===== src/rtl/ptd_pkg.sv =====
`default_nettype none

package ptd_pkg;

   // fixed field widths
   localparam int DATA_W      = 32;
   localparam int TASK_IDX_W  = 3;
   localparam int CSR_INDEX_W = 3;
   localparam int MAX_TASKS   = 6;

   // register map: indexes below the suspend mask select a task period
   localparam logic [CSR_INDEX_W-1:0] REG_PERIOD_0     = 3'd0;
   localparam logic [CSR_INDEX_W-1:0] REG_SUSPEND_MASK = 3'd6;

   // reset periods, in time units
   localparam logic [DATA_W-1:0] PERIOD_RESET [MAX_TASKS] = '{
      32'd1000000, 32'd250, 32'd1000, 32'd1000, 32'd1000, 32'd1000
   };

   // item codes
   localparam logic MODE_POLL  = 1'b0;
   localparam logic MODE_DONE  = 1'b1;
   localparam logic KIND_GRANT = 1'b0;
   localparam logic KIND_DONE  = 1'b1;

   typedef struct packed {
      logic              mode;
      logic [DATA_W-1:0] now;
   } req_type;

   typedef struct packed {
      logic                  kind;
      logic [TASK_IDX_W-1:0] task_index;
      logic [DATA_W-1:0]     start_interval;
      logic [DATA_W-1:0]     run_time;
      logic [DATA_W-1:0]     run_time_max;
      logic [DATA_W-1:0]     run_time_min;
      logic [DATA_W-1:0]     sum_run_time;
      logic [DATA_W-1:0]     sum_of_maxima;
      logic [DATA_W-1:0]     sum_of_minima;
   } rsp_type;

   // one task entry of the state memory
   typedef struct packed {
      logic [DATA_W-1:0] last_start;
      logic [DATA_W-1:0] max_run;
      logic [DATA_W-1:0] min_run;
   } entry_type;

   localparam int ENTRY_W = $bits(entry_type);

   localparam entry_type ENTRY_RESET = '{
      last_start: '0,
      max_run:    '0,
      min_run:    '1
   };

   typedef enum logic [2:0] {
      ST_IDLE,
      ST_READ,
      ST_COMMIT,
      ST_SCAN
   } state_type;

endpackage

`default_nettype wire


===== src/rtl/ptd_ram.sv =====
`default_nettype none

module ptd_ram #(
   parameter int WIDTH = 96,
   parameter int DEPTH = 6,
   localparam int ADDR_W = (DEPTH > 1) ? $clog2(DEPTH) : 1
) (
   input  wire logic              clock,
   input  wire logic              we,
   input  wire logic [ADDR_W-1:0] waddr,
   input  wire logic [WIDTH-1:0]  wdata,
   input  wire logic              re,
   input  wire logic [ADDR_W-1:0] raddr,
   output logic      [WIDTH-1:0]  rdata
);

   logic [WIDTH-1:0] mem_ff [DEPTH];
   logic [WIDTH-1:0] rdata_ff;

   // one write port, one registered read port
   always_ff @(posedge clock) begin
      if (we) begin
         mem_ff[waddr] <= wdata;
      end
      if (re) begin
         rdata_ff <= mem_ff[raddr];
      end
   end

   assign rdata = rdata_ff;

endmodule

`default_nettype wire


===== src/rtl/periodic_task_dispatcher_unit.sv =====
`default_nettype none

// Cooperative periodic task dispatcher. A poll item grants the task at the
// scan position if it is ready; a done item closes the running task and
// reports its run time with per-task and global statistics. Every accepted
// item that is not ignored and is not a grant is followed by a rescan that
// marks due tasks ready and moves the scan position. Per-task start time,
// max and min live in one state memory with a registered read; the
// rescan streams the entries out one per cycle. busy stays high from the
// accept edge until the block can take the next item: a poll that grants
// passes through the read state only, a poll that rescans through read and
// scan, a done item through read, commit and scan, and an item that is
// ignored (a poll while a task runs, a done while none runs) does not
// raise it. Results come out on rsp_data for exactly one cycle with
// rsp_valid high; the receiver has no way to stall them. Reset values of
// the memory are supplied by per-entry valid bits, so no clearing pass is
// needed. Configuration writes are always taken.

module periodic_task_dispatcher_unit #(
   parameter int NUM_TASKS = 6
) (
   input  wire logic                            clock,
   input  wire logic                            reset,
   input  wire logic                            start,
   output logic                                 busy,
   input  wire ptd_pkg::req_type                req_data,
   output logic                                 rsp_valid,
   output ptd_pkg::rsp_type                     rsp_data,
   input  wire logic                            csr_valid,
   output logic                                 csr_ready,
   input  wire logic [ptd_pkg::CSR_INDEX_W-1:0] csr_index,
   input  wire logic [ptd_pkg::DATA_W-1:0]      csr_wdata
);

   localparam int IDX_W = (NUM_TASKS > 1) ? $clog2(NUM_TASKS) : 1;
   localparam logic [IDX_W-1:0] LAST_IDX = IDX_W'(NUM_TASKS - 1);

   // control state
   ptd_pkg::state_type state_ff, state_in;
   logic                 running_ff, running_in;
   logic [IDX_W-1:0]     pos_ff, pos_in;
   logic [NUM_TASKS-1:0] ready_ff, ready_in;
   logic [NUM_TASKS-1:0] ent_valid_ff, ent_valid_in;
   logic [IDX_W-1:0]     issue_ff, issue_in;
   logic                 issue_active_ff, issue_active_in;
   logic [IDX_W-1:0]     eval_idx_ff, eval_idx_in;
   logic                 eval_valid_ff, eval_valid_in;
   logic                 rd_valid_ff, rd_valid_in;
   logic                 rsp_valid_ff, rsp_valid_in;
   logic [ptd_pkg::DATA_W-1:0] total_run_ff, total_run_in;
   logic [ptd_pkg::DATA_W-1:0] total_max_ff, total_max_in;
   logic [ptd_pkg::DATA_W-1:0] total_min_ff, total_min_in;

   // payload
   ptd_pkg::req_type     cmd_ff, cmd_in;
   ptd_pkg::entry_type   ent_ff, ent_in;
   logic [ptd_pkg::DATA_W-1:0] rt_ff, rt_in;
   ptd_pkg::rsp_type     rsp_data_ff, rsp_data_in;

   // configuration
   logic [ptd_pkg::DATA_W-1:0] period_ff [NUM_TASKS];
   logic [ptd_pkg::MAX_TASKS-1:0] suspend_ff;

   // memory port
   logic                       ram_we;
   logic [IDX_W-1:0]           ram_waddr;
   ptd_pkg::entry_type         ram_wdata;
   logic                       ram_re;
   logic [IDX_W-1:0]           ram_raddr;
   logic [ptd_pkg::ENTRY_W-1:0] ram_rdata;

   // combinational helpers
   ptd_pkg::entry_type         ent_rd;
   logic [ptd_pkg::DATA_W-1:0] elapsed;
   logic                       due;
   logic [ptd_pkg::DATA_W-1:0] max_new;
   logic [ptd_pkg::DATA_W-1:0] min_new;

   ptd_ram #(
      .WIDTH (ptd_pkg::ENTRY_W),
      .DEPTH (NUM_TASKS)
   ) u_state_ram (
      .clock (clock),
      .we    (ram_we),
      .waddr (ram_waddr),
      .wdata (ram_wdata),
      .re    (ram_re),
      .raddr (ram_raddr),
      .rdata (ram_rdata)
   );

   // configuration writes
   assign csr_ready = 1'b1;

   always_ff @(posedge clock) begin
      if (reset) begin
         for (int k = 0; k < NUM_TASKS; k++) begin
            period_ff[k] <= ptd_pkg::PERIOD_RESET[k];
         end
         suspend_ff <= '0;
      end else if (csr_valid && csr_ready) begin
         if (csr_index == ptd_pkg::REG_SUSPEND_MASK) begin
            suspend_ff <= csr_wdata[ptd_pkg::MAX_TASKS-1:0];
         end else if (csr_index >= ptd_pkg::REG_PERIOD_0 &&
                      csr_index < ptd_pkg::CSR_INDEX_W'(NUM_TASKS)) begin
            period_ff[csr_index[IDX_W-1:0]] <= csr_wdata;
         end
      end
   end

   // entry as read, with reset value for entries never written
   assign ent_rd  = rd_valid_ff ? ptd_pkg::entry_type'(ram_rdata) : ptd_pkg::ENTRY_RESET;
   assign elapsed = cmd_ff.now - ent_rd.last_start;
   assign due     = (elapsed >= period_ff[eval_idx_ff]) && !suspend_ff[eval_idx_ff];
   assign max_new = (rt_ff > ent_ff.max_run) ? rt_ff : ent_ff.max_run;
   assign min_new = (rt_ff < ent_ff.min_run) ? rt_ff : ent_ff.min_run;

   // sequencer
   always_comb begin
      state_in        = state_ff;
      running_in      = running_ff;
      pos_in          = pos_ff;
      ready_in        = ready_ff;
      ent_valid_in    = ent_valid_ff;
      issue_in        = issue_ff;
      issue_active_in = issue_active_ff;
      eval_idx_in     = eval_idx_ff;
      eval_valid_in   = 1'b0;
      rd_valid_in     = rd_valid_ff;
      rsp_valid_in    = 1'b0;
      total_run_in    = total_run_ff;
      total_max_in    = total_max_ff;
      total_min_in    = total_min_ff;
      cmd_in          = cmd_ff;
      ent_in          = ent_ff;
      rt_in           = rt_ff;
      rsp_data_in     = rsp_data_ff;
      ram_we          = 1'b0;
      ram_waddr       = pos_ff;
      ram_wdata       = ent_ff;
      ram_re          = 1'b0;
      ram_raddr       = pos_ff;

      case (state_ff)
         ptd_pkg::ST_IDLE: begin
            if (start) begin
               cmd_in = req_data;
               // items that do not fit the current state are dropped
               if ((req_data.mode == ptd_pkg::MODE_POLL && !running_ff) ||
                   (req_data.mode == ptd_pkg::MODE_DONE && running_ff)) begin
                  ram_re      = 1'b1;
                  ram_raddr   = pos_ff;
                  rd_valid_in = ent_valid_ff[pos_ff];
                  state_in    = ptd_pkg::ST_READ;
               end
            end
         end

         ptd_pkg::ST_READ: begin
            if (cmd_ff.mode == ptd_pkg::MODE_POLL) begin
               if (ready_ff[pos_ff]) begin
                  // grant: report interval and record the new start
                  ram_we                = 1'b1;
                  ram_waddr             = pos_ff;
                  ram_wdata             = ent_rd;
                  ram_wdata.last_start  = cmd_ff.now;
                  ent_valid_in[pos_ff]  = 1'b1;
                  ready_in[pos_ff]      = 1'b0;
                  running_in            = 1'b1;
                  rsp_valid_in          = 1'b1;
                  rsp_data_in           = '0;
                  rsp_data_in.kind      = ptd_pkg::KIND_GRANT;
                  rsp_data_in.task_index = ptd_pkg::TASK_IDX_W'(pos_ff);
                  rsp_data_in.start_interval = cmd_ff.now - ent_rd.last_start;
                  state_in              = ptd_pkg::ST_IDLE;
               end else begin
                  issue_in        = '0;
                  issue_active_in = 1'b1;
                  state_in        = ptd_pkg::ST_SCAN;
               end
            end else begin
               ent_in   = ent_rd;
               rt_in    = cmd_ff.now - ent_rd.last_start;
               state_in = ptd_pkg::ST_COMMIT;
            end
         end

         ptd_pkg::ST_COMMIT: begin
            // completion: update per-task extremes and global sums
            ram_we               = 1'b1;
            ram_waddr            = pos_ff;
            ram_wdata.last_start = ent_ff.last_start;
            ram_wdata.max_run    = max_new;
            ram_wdata.min_run    = min_new;
            ent_valid_in[pos_ff] = 1'b1;
            total_run_in         = total_run_ff + rt_ff;
            total_max_in         = total_max_ff + max_new;
            total_min_in         = total_min_ff + min_new;
            running_in           = 1'b0;
            rsp_valid_in         = 1'b1;
            rsp_data_in          = '0;
            rsp_data_in.kind     = ptd_pkg::KIND_DONE;
            rsp_data_in.task_index = ptd_pkg::TASK_IDX_W'(pos_ff);
            rsp_data_in.run_time     = rt_ff;
            rsp_data_in.run_time_max = max_new;
            rsp_data_in.run_time_min = min_new;
            rsp_data_in.sum_run_time  = total_run_ff + rt_ff;
            rsp_data_in.sum_of_maxima = total_max_ff + max_new;
            rsp_data_in.sum_of_minima = total_min_ff + min_new;
            issue_in             = '0;
            issue_active_in      = 1'b1;
            state_in             = ptd_pkg::ST_SCAN;
         end

         ptd_pkg::ST_SCAN: begin
            // stream entries out of the memory, one per cycle
            if (issue_active_ff) begin
               ram_re        = 1'b1;
               ram_raddr     = issue_ff;
               rd_valid_in   = ent_valid_ff[issue_ff];
               eval_valid_in = 1'b1;
               eval_idx_in   = issue_ff;
               if (issue_ff == LAST_IDX) begin
                  issue_active_in = 1'b0;
               end else begin
                  issue_in = issue_ff + 1'b1;
               end
            end
            // evaluate the entry read last cycle
            if (eval_valid_ff) begin
               if (due) begin
                  ready_in[eval_idx_ff] = 1'b1;
               end
               if (due && pos_ff > eval_idx_ff) begin
                  pos_in          = eval_idx_ff;
                  issue_active_in = 1'b0;
                  eval_valid_in   = 1'b0;
                  state_in        = ptd_pkg::ST_IDLE;
               end else if (eval_idx_ff == LAST_IDX) begin
                  pos_in   = (pos_ff == LAST_IDX) ? '0 : pos_ff + 1'b1;
                  state_in = ptd_pkg::ST_IDLE;
               end
            end
         end

         default: begin
            state_in = ptd_pkg::ST_IDLE;
         end
      endcase
   end

   // control registers
   always_ff @(posedge clock) begin
      if (reset) begin
         state_ff        <= ptd_pkg::ST_IDLE;
         running_ff      <= 1'b0;
         pos_ff          <= '0;
         ready_ff        <= '1;
         ent_valid_ff    <= '0;
         issue_ff        <= '0;
         issue_active_ff <= 1'b0;
         eval_idx_ff     <= '0;
         eval_valid_ff   <= 1'b0;
         rd_valid_ff     <= 1'b0;
         rsp_valid_ff    <= 1'b0;
         total_run_ff    <= '0;
         total_max_ff    <= '0;
         total_min_ff    <= '0;
      end else begin
         state_ff        <= state_in;
         running_ff      <= running_in;
         pos_ff          <= pos_in;
         ready_ff        <= ready_in;
         ent_valid_ff    <= ent_valid_in;
         issue_ff        <= issue_in;
         issue_active_ff <= issue_active_in;
         eval_idx_ff     <= eval_idx_in;
         eval_valid_ff   <= eval_valid_in;
         rd_valid_ff     <= rd_valid_in;
         rsp_valid_ff    <= rsp_valid_in;
         total_run_ff    <= total_run_in;
         total_max_ff    <= total_max_in;
         total_min_ff    <= total_min_in;
      end
   end

   // payload registers
   always_ff @(posedge clock) begin
      cmd_ff      <= cmd_in;
      ent_ff      <= ent_in;
      rt_ff       <= rt_in;
      rsp_data_ff <= rsp_data_in;
   end

   assign busy      = (state_ff != ptd_pkg::ST_IDLE);
   assign rsp_valid = rsp_valid_ff;
   assign rsp_data  = rsp_data_ff;

endmodule

`default_nettype wire


===== config.mk =====
export PLATFORM = sky130hd
export DESIGN_NAME = periodic_task_dispatcher_unit
export DESIGN_NICKNAME = d
export VERILOG_FILES = /design/src/rtl/ptd_pkg.sv /design/src/rtl/ptd_ram.sv /design/src/rtl/periodic_task_dispatcher_unit.sv
export SDC_FILE = /design/constraint.sdc
export NUM_CORES = 2
export LEC_CHECK = 0
export BUFFER_PORTS_ARGS = -buffer_cell sky130_fd_sc_hd__buf_4
export CORE_MARGIN = 4
export CORE_UTILIZATION = 35
export DETAILED_ROUTE_END_ITERATION = 10
export GPL_TIMING_DRIVEN = 0
export SLEW_MARGIN = 20
export SYNTH_ARGS = -nofsm -noshare
export SYNTH_HDL_FRONTEND = slang
export SYNTH_HIERARCHICAL = 1
export SYNTH_SLANG_ARGS = --single-unit

===== constraint.sdc =====
create_clock -name clock -period 23.4 [get_ports clock]
set_clock_uncertainty 0.05 [all_clocks]
set_input_delay 4.68 -clock clock [delete_from_list [all_inputs] [get_ports clock]]
set_output_delay 4.68 -clock clock [all_outputs]
set_load 0.02 [all_outputs]

== Yosys cells after proc, flatten, opt, wreduce, memory -nomap -nowiden ==
Memories as Yosys holds them, arrays and structs flattened. A register that Yosys moved wholly into a read port is not among the register bits.
Index checks and enable logic that the tools add are counted.

* Memories: 2
* Output and inout bits: 231
* Logic and storage cells: 186
* Bits in registers: 520
* Memory bits (writable): 768

* Equal/unequal tests: 17
* $lt $le $gt $ge: 11
* Reductions and logical operators: 30
* Bitwise logic cells: 6
* $add $sub $neg: 6
* Multiplexer cells: 84

{| class="wikitable"
|+ Memory list
! name !! words !! width !! rd ports !! clocked after Yosys merged registers in !! wr ports !! line !! RTL
|-
| u_state_ram.mem_ff || 6 || 96 || 1 || 1 || 1 || ptd_ram.sv:17 || <nowiki>logic [WIDTH-1:0] mem_ff [DEPTH];</nowiki>
|-
| period_ff || 6 || 32 || 1 || 1 || 6 || periodic_task_dispatcher_unit.sv:61 || <nowiki>logic [ptd_pkg::DATA_W-1:0] period_ff [NUM_TASKS];</nowiki>
|}

{| class="wikitable"
|+ Operators by type and width
! operator !! number
|-
| $mux 228 || 2
|-
| $pmux 228 s2 || 1
|-
| $mux 96 || 3
|-
| $pmux 96 s2 || 1
|-
| $add 32x32->32 || 3
|-
| $mux 32 || 3
|-
| $mux 3 || 18
|-
| $mux 6 || 6
|-
| $mux 1 || 34
|-
| $ge 32x32->1 || 1
|-
| $gt 32x32->1 || 1
|-
| $lt 32x32->1 || 1
|-
| $reduce_or 32->1 || 1
|-
| $sub 32x32->32 || 1
|-
| $pmux 6 s2 || 2
|-
| $ne 2x2->1 const B || 9
|-
| $bmux 1 s3 || 4
|-
| $eq 3x3->1 const B || 4
|-
| $lt 3x4->1 const B || 3
|-
| $or 6x6->6 || 2
|-
| $pmux 3 s4 || 1
|-
| $reduce_and 5->1 || 2
|-
| $ge 3x1->1 const B || 3
|-
| $pmux 3 s3 || 1
|-
| other kinds (23) || 47
|}

== Depth between registers and ports, before layout ==
* Depth in word-level cells: 9
* Gate-level depth with buffers: 26

== Modules after synthesis ==
The synthesis kept the hierarchy.

{| class="wikitable"
|+ Modules (own cells, without submodules)
! module !! area an instance (um2) !! times used !! cells each
|-
| periodic_task_dispatcher_unit || 39716.8 || 1 || 3414
|-
| ptd_ram || 25214.2 || 1 || 1229
|}

== Worst setup path before layout ==
OpenSTA, ideal clock, no wires.

* Path type: register to register
* From: reg state_ff[0]
* To: reg ent_valid_ff[3]
* Library setup time: 65 ps
* Path slack: 4835 ps
* Period minus slack after synthesis: 18565 ps
* Buffers on the path: 1
* Cell stages (with the launch flop): 9
* Data arrival time: 18450 ps
* Path through: dfxtp_1 inv_1 ha_1 clkbuf_1 inv_1 o21ai_0 and2_1 a31oi_1 nor2_1

* Word-level cells in the longest chain between the ends: 3

{| class="wikitable"
|+ RTL lines
! what !! line !! RTL
|-
| from (decl) || periodic_task_dispatcher_unit.sv:39 || <nowiki>ptd_pkg::state_type state_ff, state_in;</nowiki>
|-
| from (signal assigned) || periodic_task_dispatcher_unit.sv:255 || <nowiki>state_ff <= ptd_pkg::ST_IDLE;</nowiki>
|-
| from (signal assigned) || periodic_task_dispatcher_unit.sv:270 || <nowiki>state_ff <= state_in;</nowiki>
|-
| $eq 3x1->1 / $eq 3x2->1 (equally long branches) || periodic_task_dispatcher_unit.sv:144 || <nowiki>case (state_ff)</nowiki>
|-
| $ne 2x2->1 (no line) / $reduce_bool 2->1 (equally long branches) || - ||
|-
| $reduce_and 3->1 (no line) || - ||
|-
| to (signal assigned) || periodic_task_dispatcher_unit.sv:274 || <nowiki>ent_valid_ff <= ent_valid_in;</nowiki>
|-
| to (decl) || periodic_task_dispatcher_unit.sv:43 || <nowiki>logic [NUM_TASKS-1:0] ent_valid_ff, ent_valid_in;</nowiki>
|}

Parallel ways exist; a longest one is shown, timed or not.
A chain may end at the register's enable or synchronous reset.

== Final worst setup path ==
* From: reg rd_valid_ff
* To: reg pos_ff[2]

* Word-level cells in the longest chain between the ends: 7

{| class="wikitable"
|+ RTL lines
! what !! line !! RTL
|-
| from (decl) || periodic_task_dispatcher_unit.sv:48 || <nowiki>logic rd_valid_ff, rd_valid_in;</nowiki>
|-
| from (signal assigned) || periodic_task_dispatcher_unit.sv:279 || <nowiki>rd_valid_ff <= rd_valid_in;</nowiki>
|-
| $mux 96 * || periodic_task_dispatcher_unit.sv:112 || <nowiki>assign ent_rd = rd_valid_ff ? ptd_pkg::entry_type'(ram_rdata) : ptd_pkg::ENTRY_RESET;</nowiki>
|-
| $sub 32x32->32 * || periodic_task_dispatcher_unit.sv:113 || <nowiki>assign elapsed = cmd_ff.now - ent_rd.last_start;</nowiki>
|-
| named net elapsed, one bit || periodic_task_dispatcher_unit.sv:74 || <nowiki>logic [ptd_pkg::DATA_W-1:0] elapsed;</nowiki>
|-
| $ge 32x32->1 * || periodic_task_dispatcher_unit.sv:114 || <nowiki>assign due = (elapsed >= period_ff[eval_idx_ff]) && !suspend_ff[eval_idx_ff];</nowiki>
|-
| $logic_and 1x1->1 * || periodic_task_dispatcher_unit.sv:114 ||
|-
| $logic_and 1x1->1 * || periodic_task_dispatcher_unit.sv:234 || <nowiki>if (due && pos_ff > eval_idx_ff) begin</nowiki>
|-
| $reduce_bool 2->1 (no line) || - ||
|-
| $reduce_and 3->1 (no line) || - ||
|-
| to (signal assigned) || periodic_task_dispatcher_unit.sv:272 || <nowiki>pos_ff <= pos_in;</nowiki>
|-
| to (decl) || periodic_task_dispatcher_unit.sv:41 || <nowiki>logic [IDX_W-1:0] pos_ff, pos_in;</nowiki>
|}

The timed path passes the listed nets; every way through them passes the cells marked *.

==> metrics.txt <==
RSZ-0062 raised after global routing no; worst min-delay path category flop to flop; vias per cell 5.32; vias in the first global route 40,900; r2r setup slk 14.23 ns; count of H-tree levels built during CTS 4; part of the Yosys area used for sequential elements 65.0%; synthesized area divided by synthesized cell count roughly 14 um2; library cell with the highest instance count after synthesis edfxtp_1; asr flop ratio synth 0%; Worst EP required 24.05 ns; Port-buffer cells 299; Max-Slew Margin vs Limit 25.6%; source of the worst hold timing path total_run_ff[18]; total number of clock tree sinks 1,450; synth cell count leaders edfxtp_1 (1,317), nor2_1 (342), a21oi_1 (291); delay of the slowest cell on the worst path a little under 0.9 ns; post-synthesis cell type with the largest combined area edfxtp_1; insertion delay to the later sink of the worst-skew pair 0.80 ns; pwr dens 117 nW/um2; Die Span Y roughly 440 um; wire length of the first global-routing pass 287,000 um; CP most frequent cell clkbuf_1; CTS tree built; library cells used by synthesis 82; TritonCTS Buffers 160; Period minus WS final just over 9 ns; buffers plus inverters on the worst setup path 4; Pre-antenna DRT Iters 5; Critical R2R Capture pos_ff[2]; antenna violations before repair 10; Total Routing Usage GR 20.5%; number of inserted filler cells in the final layout 17,000; endpoint of the worst hold-timing path total_run_ff[18]; leakage dissipation between 20 and 30 nW; Critical Path Fanout Max 10; clock tree root driver cell clkbuf_16; io pins 303; count of flip-flops with a built-in enable after synthesis 1,317; Detailed Route WL 202,000 um; largest net degree at the start of global routing 44; leading register cell type out of synthesis edfxtp_1; cell with the largest stage delay on the worst path dfxtp_1; gate count of the mapped netlist 4,643; Post-Route Setup TNS 0 ns; placed standard-cell area 72,200 um2; Arrival @ worst endpoint roughly 10 ns; Detailed Route Iter0 Violations 4,160; r2r worst-path depth 24; share of the clock period used by the worst path after layout 39.2%; sequence of cells on the critical path clkbuf_1, clkbuf_1, buf_6, clkbuf_1, nand2_1, ha_1, nor2b_1, o31a_1, o31ai_1, nor3_1, a211oi_1, o21bai_1, a21o_1, a311oi_1, xnor2_1, ha_1, nand4_1, o311a_1, o21ai_0, a21oi_1, o221a_2, nor3_1, o21ai_0, a221oi_1; Hold Violations, Final 0; number of cells upsized or downsized after cts 0; Synth Register Bits 1,450; CTS clk-pin slew, worst paths 0.07 ns; area of the multi-input gates 21,300 um2; number of core rows between 150 and 200; top-area cell type share of the netlist area between 60% and 70%; startpoint class of the critical path flop; max capacitance violation total 0; Worst Hold Path Cells 2; total grt overflow 0; area added between synthesis and finish 19.3%; kind of end point of the critical path flop; Horiz. Die Dim 439 um; number of DRC violations after detailed routing 0; area of all sequential standard cells between 40,000 and 50,000 um2; Top Layer Used met5; initial standard-cell utilization of the core 35.3%; Core Util, Final 42.1%; final weighted congestion in routability-driven placement 0.915; achievable clock frequency 109 MHz; Detail Route Antenna Nets 0; met1 wire length 82,900 um; largest voltage drop on the vdd net 0.0000686 V; Max Root-Sink Buffers 3; final setup violation count 0; biggest area contributors in the synthesized netlist edfxtp_1 (61%), ha_1 (4.4%), dfxtp_1 (4.1%); fraction of layout instances using a drive strength above 1 18.2%; average wire length per cell after detail routing 25.8 um; layout net count 5,555; number of slew-limit violations in the final report 0; Post-CTS Hold Buffers 0; outcome completed; Post-Synthesis Cell Area 64,900 um2; number of setup buffers added after CTS 0; CP top delay family compound AO/OA/AOI/OAI gates; number of warnings reported in the yosys synthesis log 6; wire length on met2 just under 100,000 um; routed length on met3 14,800 um; Tot Pwr 9.07 mW; source of the worst register-to-register timing path rd_valid_ff; slew at the pin closest to its max-slew limit 1.12 ns; placeable core region 184,000 um2; worst-case setup slack after placement 14.39 ns; summed area of non-filler cells in the final layout 77,500 um2; minimum setup slack in the final design 14.23 ns; detailed placer's ending HPWL 148,000 um; Via Count 41,800; total die area 192,000 um2; category of the most critical setup path flop to flop
==> stage by stage <==
stage,instances,hold slack (ns)
2_1_floorplan,4706,0.382
3_3_place_gp,7469,0.412
3_5_place_dp,7553,0.423
4_1_cts,7842,0.433
5_1_grt,7844,0.447
6_report,7849,0.438
==> kinds of logic after synthesis <==
family / share of synthesized area [%]
other: 0.0116
and+or+nand+nor: 8.20
buffers and inverters: 2.68
DFF: 65.0
muxes: 9.09
AOI/OAI and AO/OA: 9.07
adders and majority gates: 4.52
xor gates and xnor gates: 1.43
==> worst max-delay path by stage <==
stage / endpoint / startpoint / depth (start not counted) / slack (ns)
floorplan: ent_valid_ff[3] / state_ff[0] / 8 / 4.84
global placement: ent_valid_ff[3] / state_ff[0] / 8 / -4.63
detailed placement: pos_ff[2] / rd_valid_ff / 24 / 14.39
CTS: pos_ff[2] / rd_valid_ff / 24 / 14.35
global route: pos_ff[2] / rd_valid_ff / 24 / 13.93
finish: pos_ff[2] / rd_valid_ff / 24 / 14.23
==> worst register-to-register path, delay by kind of cell (launching register included) <==
| kind | cells | cell delay [ns] |
|---|---|---|
| flip-flops | 1 | 0.87 |
| XOR/XNOR | 1 | 0.36 |
| adder cells (fa/ha/maj) | 2 | 0.80 |
| buffers and inverters | 4 | 1.83 |
| AND/OR/NAND/NOR | 5 | 1.48 |
| AO/OA/AOI/OAI | 12 | 3.69 |
==> metal layers <==
metal	vias to the layer above	global-route usage (%)
li1	18700	-
met4	2	7.66
met3	337	3.79
met2	1651	33.7
met5	-	0
met1	21100	27.0
==> power breakdown <==
part / leakage (nW) / internal [mW] / switching (mW) / total [mW]
clock network: 2.58 / 1.49 / 1.06 / 2.56
registers: 13.2 / 3.48 / 0.217 / 3.69
logic: 13.0 / 0.988 / 1.83 / 2.82
total: 28.8 / 5.96 / 3.11 / 9.07
==> sequential cells by signal (all words and copies together), names as in the netlist, 32 cells and up, named ones only <==
register and cells:
cmd_ff 33, total_min_ff 32, u_state_ram/rdata 96, total_run_ff 32, total_max_ff 32, rt_ff 32
period_ff 256, u_state_ram/mem_ff 576, rsp_data 228, ent_ff 96
==> layout make-up <==
class,count,share of cell area (%)
Sequential cell,1450,54.5
Multi-Input combinational cell,2862,27.5
Clock buffer,198,5.47
Timing Repair Buffer,383,4.92
Tap cell,2464,3.98
Buffer,218,1.40
Clock inverter,91,1.35
Inverter,176,0.853
Antenna cell,7,0.0226
==> cell usage in the layout (no fill, tap or decap), types with 115 or more instances in the layout <==
cell,synthesis,layout
a21o_1,117,117
a21oi_1,291,290
and2_1,229,227
buf_4,4,328
clkbuf_1,139,167
clkbuf_16,0,163
dfxtp_1,133,133
edfxtp_1,1317,1317
ha_1,228,228
inv_1,174,174
mux2_2,117,117
mux2i_1,162,162
nand2_1,258,253
nor2_1,342,338
o21ai_0,116,115
No activity file was read; power rests on OpenSTA's default activity.
